## src/hdl/sht_two_wire_sensor_master_unit_macros.svh

```systemverilog
// Assertion macros shared by the sensor bus master.
`ifndef SHT_TWO_WIRE_SENSOR_MASTER_UNIT_MACROS_SVH
`define SHT_TWO_WIRE_SENSOR_MASTER_UNIT_MACROS_SVH

// Condition that must hold in the same cycle as its trigger.
`define SHT_ASSERT_SAME(label, trig, cond, msg) \
  label: assert property (@(posedge clk) disable iff (!rst_n) (trig) |-> (cond)) \
    else $error(msg);

// Condition that must hold in the cycle after its trigger.
`define SHT_ASSERT_NEXT(label, trig, cond, msg) \
  label: assert property (@(posedge clk) disable iff (!rst_n) (trig) |=> (cond)) \
    else $error(msg);

`endif

```

## src/hdl/sht_pkg.sv

```systemverilog
// Types and codes shared by the sensor bus master.
`timescale 1ns / 1ps

package sht_pkg;

  localparam int unsigned CfgAddrW = 3;

  typedef enum logic [1:0] {
    REQ_TICK    = 2'd0,
    REQ_MEASURE = 2'd1,
    REQ_RESET   = 2'd2,
    REQ_UNUSED  = 2'd3
  } req_t;

  // Register index of ticks_per_unit.
  localparam logic REG_TPU = 1'b0;

  // One result item of the sequencer.
  typedef struct packed {
    logic        sck_level;
    logic        data_drive;
    logic        data_level;
    logic        busy_res;
    logic        result_valid;
    logic [15:0] measured_word;
  } res_t;

endpackage

```

## src/hdl/sht_cfg.sv

```systemverilog
// APB-style configuration register holding the tick count per delay unit.
`timescale 1ns / 1ps

module sht_cfg
  import sht_pkg::*;
(
  input  logic                clk,
  input  logic                rst_n,
  input  logic                psel,
  input  logic                penable,
  input  logic                pwrite,
  input  logic [CfgAddrW-1:0] paddr,
  input  logic [31:0]         pwdata,
  output logic [31:0]         prdata,
  output logic                pready,
  output logic [7:0]          tpu_eff
);

  logic [7:0] tpu_r;
  logic       wr_en;
  logic       sel_tpu;

  assign pready  = 1'b1;
  assign sel_tpu = (paddr[2] == REG_TPU);
  assign wr_en   = psel && penable && pwrite && sel_tpu;

  always_ff @(posedge clk) begin
    if (!rst_n) begin
      tpu_r <= 8'd1;
    end else if (wr_en) begin
      tpu_r <= pwdata[7:0];
    end
  end

  assign prdata = sel_tpu ? {24'd0, tpu_r} : 32'd0;

  // A programmed zero behaves like one tick per unit.
  assign tpu_eff = (tpu_r == 8'd0) ? 8'd1 : tpu_r;

endmodule

```

## src/hdl/sht_seq.sv

```systemverilog
// Bus sequencer: state registers and the next-step logic for one tick request.
`timescale 1ns / 1ps

module sht_seq
  import sht_pkg::*;
(
  input  logic       clk,
  input  logic       rst_n,
  input  logic       step,
  input  logic [1:0] req_type,
  input  logic [7:0] command,
  input  logic       data_pin,
  input  logic [7:0] tpu,
  output res_t       res
);

  typedef enum logic [4:0] {
    PH_IDLE       = 5'd0,
    PH_ST0        = 5'd1,
    PH_ST1        = 5'd2,
    PH_ST2        = 5'd3,
    PH_ST3        = 5'd4,
    PH_ST4        = 5'd5,
    PH_ST5        = 5'd6,
    PH_CMD_LEAD   = 5'd7,
    PH_CMD_SET    = 5'd8,
    PH_CMD_HIGH   = 5'd9,
    PH_ACK_WAIT   = 5'd10,
    PH_NINTH_LOW  = 5'd11,
    PH_NINTH_HIGH = 5'd12,
    PH_CONV_WAIT  = 5'd13,
    PH_RX_HIGH    = 5'd14,
    PH_RX_LOW     = 5'd15,
    PH_MACK_LEAD  = 5'd16,
    PH_MACK_HIGH  = 5'd17,
    PH_MACK_TAIL  = 5'd18,
    PH_RS_LOW     = 5'd19,
    PH_RS_HIGH    = 5'd20
  } phase_t;

  // Delay in 2 us units for each phase; zero means the phase waits for DATA low.
  function automatic logic [2:0] phase_units(input logic [4:0] ph);
    logic [2:0] u;
    unique case (ph)
      PH_ST0, PH_ST1, PH_ST2, PH_ST4, PH_ST5: u = 3'd1;
      PH_ST3: u = 3'd4;
      PH_CMD_LEAD, PH_CMD_SET, PH_CMD_HIGH, PH_NINTH_LOW, PH_NINTH_HIGH,
      PH_RX_HIGH, PH_RX_LOW, PH_MACK_LEAD, PH_MACK_HIGH, PH_MACK_TAIL,
      PH_RS_LOW, PH_RS_HIGH: u = 3'd2;
      default: u = 3'd0;
    endcase
    return u;
  endfunction

  phase_t      phase_r, phase_nxt;
  logic [3:0]  bit_cnt_r, bit_cnt_nxt;
  logic [3:0]  udc_r, udc_nxt;
  logic [7:0]  presc_r, presc_nxt;
  logic [7:0]  cmd_r, cmd_nxt;
  logic [15:0] rx_r, rx_nxt;
  logic        sck_r, sck_nxt;
  logic        drv_r, drv_nxt;
  logic        lvl_r, lvl_nxt;

  logic [2:0]  units;
  logic [7:0]  presc_inc;
  logic [3:0]  udc_inc;
  logic        fin;
  logic        valid;
  logic        go;
  phase_t      go_ph;

  always_comb begin
    cmd_nxt     = cmd_r;
    bit_cnt_nxt = bit_cnt_r;
    rx_nxt      = rx_r;
    sck_nxt     = sck_r;
    drv_nxt     = drv_r;
    lvl_nxt     = lvl_r;
    presc_nxt   = presc_r;
    udc_nxt     = udc_r;
    fin         = 1'b0;
    valid       = 1'b0;
    go          = 1'b0;
    go_ph       = phase_r;
    units       = phase_units(phase_r);
    presc_inc   = presc_r + 8'd1;
    udc_inc     = udc_r + 4'd1;

    if (phase_r == PH_IDLE) begin
      if (req_type == REQ_MEASURE) begin
        cmd_nxt     = command;
        bit_cnt_nxt = 4'd0;
        drv_nxt     = 1'b1;
        lvl_nxt     = 1'b1;
        go          = 1'b1;
        go_ph       = PH_ST0;
      end else if (req_type == REQ_RESET) begin
        bit_cnt_nxt = 4'd0;
        drv_nxt     = 1'b1;
        lvl_nxt     = 1'b1;
        go          = 1'b1;
        go_ph       = PH_RS_LOW;
      end
    end else if (units == 3'd0) begin
      fin = !data_pin;
    end else begin
      presc_nxt = presc_inc;
      if (presc_inc >= tpu) begin
        presc_nxt = 8'd0;
        udc_nxt   = udc_inc;
        if (udc_inc >= {1'b0, units}) begin
          fin = 1'b1;
          if (phase_r == PH_RX_HIGH) begin
            rx_nxt = {rx_r[14:0], data_pin};
          end
        end
      end
    end

    if (fin) begin
      go = 1'b1;
      unique case (phase_r)
        PH_ST0: begin sck_nxt = 1'b1; go_ph = PH_ST1; end
        PH_ST1: begin lvl_nxt = 1'b0; go_ph = PH_ST2; end
        PH_ST2: begin sck_nxt = 1'b0; go_ph = PH_ST3; end
        PH_ST3: begin sck_nxt = 1'b1; go_ph = PH_ST4; end
        PH_ST4: begin lvl_nxt = 1'b1; go_ph = PH_ST5; end
        PH_ST5: begin
          // The bit counter tells a measurement start from a reset start.
          sck_nxt = 1'b0;
          go_ph   = (bit_cnt_r == 4'd0) ? PH_CMD_LEAD : PH_IDLE;
        end
        PH_CMD_LEAD: begin
          drv_nxt     = 1'b1;
          lvl_nxt     = cmd_r[7];
          bit_cnt_nxt = 4'd0;
          go_ph       = PH_CMD_SET;
        end
        PH_CMD_SET: begin sck_nxt = 1'b1; go_ph = PH_CMD_HIGH; end
        PH_CMD_HIGH: begin
          sck_nxt = 1'b0;
          if (bit_cnt_r >= 4'd7) begin
            drv_nxt = 1'b0;
            lvl_nxt = 1'b1;
            go_ph   = PH_ACK_WAIT;
          end else begin
            bit_cnt_nxt = bit_cnt_r + 4'd1;
            cmd_nxt     = {cmd_r[6:0], 1'b0};
            lvl_nxt     = cmd_r[6];
            go_ph       = PH_CMD_SET;
          end
        end
        PH_ACK_WAIT:  go_ph = PH_NINTH_LOW;
        PH_NINTH_LOW: begin sck_nxt = 1'b1; go_ph = PH_NINTH_HIGH; end
        PH_NINTH_HIGH: begin
          sck_nxt = 1'b0;
          drv_nxt = 1'b0;
          lvl_nxt = 1'b1;
          go_ph   = PH_CONV_WAIT;
        end
        PH_CONV_WAIT: begin
          bit_cnt_nxt = 4'd0;
          sck_nxt     = 1'b1;
          go_ph       = PH_RX_HIGH;
        end
        PH_RX_HIGH: begin sck_nxt = 1'b0; go_ph = PH_RX_LOW; end
        PH_RX_LOW: begin
          if (bit_cnt_r >= 4'd15) begin
            go_ph = PH_IDLE;
            valid = 1'b1;
          end else if (bit_cnt_r == 4'd7) begin
            // Master acknowledge after the high byte.
            bit_cnt_nxt = bit_cnt_r + 4'd1;
            drv_nxt     = 1'b1;
            lvl_nxt     = 1'b0;
            go_ph       = PH_MACK_LEAD;
          end else begin
            bit_cnt_nxt = bit_cnt_r + 4'd1;
            sck_nxt     = 1'b1;
            go_ph       = PH_RX_HIGH;
          end
        end
        PH_MACK_LEAD: begin sck_nxt = 1'b1; go_ph = PH_MACK_HIGH; end
        PH_MACK_HIGH: begin sck_nxt = 1'b0; go_ph = PH_MACK_TAIL; end
        PH_MACK_TAIL: begin
          drv_nxt = 1'b0;
          lvl_nxt = 1'b1;
          sck_nxt = 1'b1;
          go_ph   = PH_RX_HIGH;
        end
        PH_RS_LOW: begin sck_nxt = 1'b1; go_ph = PH_RS_HIGH; end
        PH_RS_HIGH: begin
          sck_nxt = 1'b0;
          if (bit_cnt_r >= 4'd8) begin
            drv_nxt = 1'b1;
            lvl_nxt = 1'b1;
            go_ph   = PH_ST0;
          end else begin
            bit_cnt_nxt = bit_cnt_r + 4'd1;
            go_ph       = PH_RS_LOW;
          end
        end
        default: go_ph = PH_IDLE;
      endcase
    end

    phase_nxt = phase_r;
    if (go) begin
      phase_nxt = go_ph;
      udc_nxt   = 4'd0;
      presc_nxt = 8'd0;
    end
  end

  always_ff @(posedge clk) begin
    if (!rst_n) begin
      phase_r   <= PH_IDLE;
      bit_cnt_r <= 4'd0;
      udc_r     <= 4'd0;
      presc_r   <= 8'd0;
      cmd_r     <= 8'd0;
      rx_r      <= 16'd0;
      sck_r     <= 1'b0;
      drv_r     <= 1'b0;
      lvl_r     <= 1'b1;
    end else if (step) begin
      phase_r   <= phase_nxt;
      bit_cnt_r <= bit_cnt_nxt;
      udc_r     <= udc_nxt;
      presc_r   <= presc_nxt;
      cmd_r     <= cmd_nxt;
      rx_r      <= rx_nxt;
      sck_r     <= sck_nxt;
      drv_r     <= drv_nxt;
      lvl_r     <= lvl_nxt;
    end
  end

  assign res.sck_level     = sck_nxt;
  assign res.data_drive    = drv_nxt;
  assign res.data_level    = lvl_nxt;
  assign res.busy_res      = (phase_nxt != PH_IDLE);
  assign res.result_valid  = valid;
  assign res.measured_word = valid ? rx_nxt : 16'd0;

endmodule

```

## src/hdl/sht_two_wire_sensor_master_unit.sv

```systemverilog
// Top level of the two-wire humidity and temperature sensor bus master.
//
// Each input request is one bus tick: a plain tick, a measure request carrying
// the command byte, or a connection reset request. Every request yields exactly
// one result with the pin levels to drive (serial clock, DATA drive enable and
// level), a busy flag, and on completion of a measurement the 16-bit word with
// result_valid set.
// The result of an accepted request is registered and offered on the output
// channel in the cycle after it is accepted. Throughput is one request per cycle
// while the receiver takes results; the sequencer advances one step per accepted
// request and the result register lets the next request in while the current
// result is being taken.
// When the receiver stalls, the result stays in its register and in_ready goes
// low until it is taken; the sequencer does not move.
// A synchronous low rst_n returns the sequencer to idle with SCK low and DATA
// released, empties the result register and sets ticks_per_unit to one.
// ticks_per_unit is written over the APB-style port at byte address 0; the user
// must write it only while idle, which the block does not check; zero acts as one.
`timescale 1ns / 1ps

`include "sht_two_wire_sensor_master_unit_macros.svh"

module sht_two_wire_sensor_master_unit
  import sht_pkg::*;
(
  input  logic                clk,
  input  logic                rst_n,
  input  logic                in_valid,
  output logic                in_ready,
  input  logic [1:0]          in_req_type,
  input  logic [7:0]          in_command,
  input  logic                in_data_pin,
  output logic                out_valid,
  input  logic                out_ready,
  output logic                out_sck_level,
  output logic                out_data_drive,
  output logic                out_data_level,
  output logic                out_busy_res,
  output logic                out_result_valid,
  output logic [15:0]         out_measured_word,
  input  logic                psel,
  input  logic                penable,
  input  logic                pwrite,
  input  logic [CfgAddrW-1:0] paddr,
  input  logic [31:0]         pwdata,
  output logic [31:0]         prdata,
  output logic                pready
);

  logic [7:0] tpu_eff;
  logic       accept;
  res_t       res;
  res_t       res_r;
  logic       out_valid_r;

  sht_cfg u_cfg (
    .clk     (clk),
    .rst_n   (rst_n),
    .psel    (psel),
    .penable (penable),
    .pwrite  (pwrite),
    .paddr   (paddr),
    .pwdata  (pwdata),
    .prdata  (prdata),
    .pready  (pready),
    .tpu_eff (tpu_eff)
  );

  assign in_ready = !out_valid_r || out_ready;
  assign accept   = in_valid && in_ready;

  sht_seq u_seq (
    .clk      (clk),
    .rst_n    (rst_n),
    .step     (accept),
    .req_type (in_req_type),
    .command  (in_command),
    .data_pin (in_data_pin),
    .tpu      (tpu_eff),
    .res      (res)
  );

  always_ff @(posedge clk) begin
    if (!rst_n) begin
      out_valid_r <= 1'b0;
    end else if (accept) begin
      out_valid_r <= 1'b1;
    end else if (out_ready) begin
      out_valid_r <= 1'b0;
    end
  end

  always_ff @(posedge clk) begin
    if (accept) begin
      res_r <= res;
    end
  end

  assign out_valid         = out_valid_r;
  assign out_sck_level     = res_r.sck_level;
  assign out_data_drive    = res_r.data_drive;
  assign out_data_level    = res_r.data_level;
  assign out_busy_res      = res_r.busy_res;
  assign out_result_valid  = res_r.result_valid;
  assign out_measured_word = res_r.measured_word;

  `SHT_ASSERT_NEXT(a_accept_gives_result, accept, out_valid, "accepted request gave no result")
  `SHT_ASSERT_SAME(a_done_not_busy, out_valid && out_result_valid, !out_busy_res, "busy on done")
  `SHT_ASSERT_SAME(a_word_zero, out_valid && !out_result_valid, out_measured_word == 16'd0, "word")

endmodule

```

## config.mk

```make
export PLATFORM = sky130hd
export DESIGN_NAME = sht_two_wire_sensor_master_unit
export DESIGN_NICKNAME = d
export VERILOG_FILES = /design/src/hdl/sht_pkg.sv /design/src/hdl/sht_cfg.sv /design/src/hdl/sht_seq.sv /design/src/hdl/sht_two_wire_sensor_master_unit.sv
export VERILOG_INCLUDE_DIRS = /design/src /design/src/hdl
export SDC_FILE = /design/constraint.sdc
export NUM_CORES = 1
export LEC_CHECK = 0
export ABC_AREA = 1
export BUFFER_PORTS_ARGS = -buffer_cell sky130_fd_sc_hd__buf_2
export CELL_PAD_IN_SITES_DETAIL_PLACEMENT = 1
export CELL_PAD_IN_SITES_GLOBAL_PLACEMENT = 2
export CORE_ASPECT_RATIO = 0.7
export CORE_MARGIN = 5
export CORE_UTILIZATION = 32
export CTS_CLUSTER_SIZE = 16
export DETAILED_ROUTE_END_ITERATION = 6
export PLACE_DENSITY_LB_ADDON = 0.1
export SYNTH_ARGS = -nofsm -noshare
export SYNTH_HDL_FRONTEND = slang
export SYNTH_SLANG_ARGS = --single-unit
```

## constraint.sdc

```tcl
create_clock -name clk -period 5 [get_ports clk]
set_input_delay 1 -clock clk [delete_from_list [all_inputs] [get_ports clk]]
set_output_delay 1 -clock clk [all_outputs]
set_load 0.01 [all_outputs]
```

==> results by group <==
Global routing
  • Vias in the first global route: 4664
  • Global-route wire length before repair: 23.2 mm
  • Largest net degree at the start of global routing: 70
  • Grt ovf: 0
  • Initial antenna violation count: 0
  • Total GRT Usage: 0.161

Drt
  • WL final: 13.8 mm
  • TritonRoute pass-1 iters: 4
  • Vias per std cell: 4.77
  • DRT iter0 DRCs: 158
  • DRC viols: 0
  • Avg WL per Cell: 14.6 um
  • Post-route ant nets: 0
  • Via Count: 4526

Synth
  • Synth Warn #: 0
  • Syn Inst Count: 695
  • Main synth FF type: dfxtp_1
  • Post-synthesis cell area: 4940 sq um
  • Sequential area share after synthesis: 0.370
  • Post-synth top area cell: dfxtp_1
  • Number of synthesized flops with an enable pin: 21
  • Post-synthesis async set-or-reset flop share: 0
  • Proportion of netlist area held by the largest area contributor: 0.243
  • Synth unique cells: 46
  • Syn avg cell area: 7.11 sq um
  • Largest cells by area after synthesis: dfxtp_1, edfxtp_1, nand2_1
  • Number of synthesized register bits: 81

Hold path
  • Worst Hold Class: reg2reg

CTS
  • CTS clk-pin slew, worst paths: 0.06 ns
  • PostCTS Resize Cnt: 0
  • Hold buffer count at cts: 0
  • CTS sink cnt: 81
  • Number of CTS-inserted buffers: 9
  • Clock tree buffer depth: 2
  • TritonCTS clock tree: built
  • Root Buffer: clkbuf_16
  • Clock latency on the worst-skew pair: 0.34 ns
  • Post-CTS setup buffer count: 0
  • CTS H-tree depth: 3

STA
  • Slew @ Worst Pin: 0.938 ns
  • Crit share post-route: 0.721
  • Final min period: 3.60 ns
  • RSZ-0062 raised after global routing: false
  • Setup TNS: 0 ns
  • Slew Viols, Final: 0
  • Setup Viol. Count Final: 0
  • Worst clock skew: 0.00907 ns
  • Peak Freq: 0.278 GHz
  • Max-slew headroom: 0.373
  • Final Hold Viols: 0

Worst setup path
  • CP startpoint kind: flip-flop
  • WS Path Type: reg2reg
  • Critical path data arrival time: 3.84 ns
  • CP max FO: 15
  • Critical Path Sink Type: flip-flop
  • CP required: 5.23 ns

Cells and area
  • Non-Filler Instances: 948
  • Ant diodes: 0
  • Share of cells above drive strength 1: 0.158
  • Final layout net count: 817
  • Final Util: 0.366
  • Area growth syn-to-layout: 13.2%

Placement
  • # port buffers: 57
  • Cell Count Post-Placement: 932
  • GP Congestion: 0.849
  • Post-detail-place hpwl: 10.5 mm

Die
  • IO Pins: 109
  • Row cnt: 38
  • Die ar.: 18100 sq um
  • Chip Height: 114 um
  • Initial Util: 0.323
  • Die width: 159 um
  • Area of the core: 15300 sq um

Outcome
  • Status: finished, final reports clean

Power
  • Leakage: 2.69 nW
  • Maximum VDD drop: 0.000193 V
  • Power Density: 336 nW/um^2

Flow run
  • Max Cap Viol: 0
[worst paths after layout]
path / from / depth (start not counted) / slack (ns) / end
max: u_seq.presc_r[0] / 22 / 1.40 / u_seq.units[1]
max reg2reg: u_seq.presc_r[0] / 22 / 1.40 / u_seq.units[1]
min reg2reg: u_seq.udc_r[3] / 2 / 0.47 / u_seq.udc_r[3]
min: u_seq.udc_r[3] / 2 / 0.47 / u_seq.udc_r[3]
[power by group]
part           internal (W)  total, W  switching, W
clock              0.000384  0.000661      0.000276
combinational      0.000141  0.000458      0.000318
sequential         0.000723  0.000761     0.0000379
total               0.00125   0.00188      0.000632
[sequential cells by signal, indices dropped and copies added, names as in the netlist]
register and flops:
out_measured_word 16, u_seq.rx_r 16, u_cfg.tpu_r 8, u_seq.cmd_r 8, u_seq.presc_r 8, u_seq.phase_r 5
u_seq.bit_cnt_r 4, u_seq.udc_r 4, u_seq.units 3, out_busy_res 1, out_data_drive 1, out_data_level 1
out_result_valid 1, out_sck_level 1, out_valid 1, u_seq.drv_r 1, u_seq.lvl_r 1, u_seq.sck_r 1
[stage by stage]
stage | setup WS, ns | cell area [sq um] | total power [W] | hold WS (ns)
final | 1.40 | 5600 | 0.00188 | 0.470
after global routing | 1.00 | 5600 | 0.00200 | 0.494
after CTS | 1.35 | 5600 | 0.00191 | 0.471
after detailed placement | 1.39 | 5310 | 0.00124 | 0.462
after global placement | 1.44 | 5310 | 0.00123 | 0.454
after floorplan | 2.12 | 5030 | 0.00112 | 0.438
[synthesized netlist by cell type, types with 2 or more instances]
cell      number
a21oi_1       48
a31oi_1        3
buf_1          3
buf_2          7
buf_4         26
clkbuf_1      11
conb_1         2
dfxtp_1       60
edfxtp_1      21
ha_1          21
inv_1         90
inv_2         18
nand2_1      144
nand2_2        5
nand3_1       29
nand3_2        3
nand4_1       10
nor2_1        77
nor2_2         7
nor2_4         4
nor3_1         8
nor3b_1        2
o211ai_1      28
o21ai_0       31
o21ai_1        9
o22ai_1        3
xor2_1         6
[worst max-delay path, stage by stage (launching register included)]
cell and delay, ns:
dfxtp_1 0.45, nand3_1 0.15, nand3b_1 0.23, nor2_1 0.12, nand2_1 0.07, xnor2_1 0.21
ha_1 0.29, a21o_1 0.18, nor2_1 0.17, nand2_1 0.10, nand2_1 0.07, nand2_1 0.14
nand2_4 0.23, inv_2 0.12, nand2_1 0.13, nand3_1 0.09, nand2_1 0.20, inv_1 0.10
ha_1 0.19, nand3_1 0.08, nand2_1 0.06, nand2_1 0.06, nand2_1 0.04
[cell usage in the layout, fill, tap and decap left out, types with 2 or more instances in the layout]
cell type	instances
clkinv_1	4
nand3_2	3
a31oi_1	3
inv_1	89
o21ai_1	9
nand2_2	5
o211ai_1	28
nor2_1	77
buf_4	5
xor2_1	6
edfxtp_1	21
nand3_1	29
nand2_1	144
nor2_4	4
o21ai_0	31
ha_1	21
conb_1	25
o22ai_1	3
inv_2	19
clkbuf_16	9
buf_2	57
nand4_1	10
nor3_1	8
nor3b_1	2
dfxtp_1	60
a21oi_1	48
nor2_2	7
[logic make-up after synthesis]
| family | Yosys count | share of synthesized area |
|---|---|---|
| other | 2 | 0.00152 |
| XOR/XNOR | 7 | 0.0124 |
| multiplexers | 2 | 0.00430 |
| adder cells (fa/ha/maj) | 21 | 0.0531 |
| AND/OR/NAND/NOR | 294 | 0.261 |
| buffers and inverters | 158 | 0.143 |
| flip-flops | 81 | 0.370 |
| AO/OA/AOI/OAI | 130 | 0.154 |
[area by class of cell]
cell class / count / area, sq um
multi-input cells: 479 / 2490
repair buffers: 62 / 323
well taps: 200 / 250
inverters: 110 / 415
fillers: 1990 / 9710
flip-flops and latches: 81 / 1830
clock buffers: 10 / 229
clock inverters: 6 / 57.6
[routing by layer]
| layer | track usage | vias up | wire (um) |
|---|---|---|---|
| met1 | 0.217 | 2137 | 6930 |
| met3 | 0.0410 | 9 | 489 |
| met2 | 0.263 | 73 | 6270 |
| met4 | 0.0290 | 0 | 135 |
| li1 | - | 2307 | - |
| met5 | 0 | - | 0 |
Note: power is estimated with default switching activity, not from simulation.
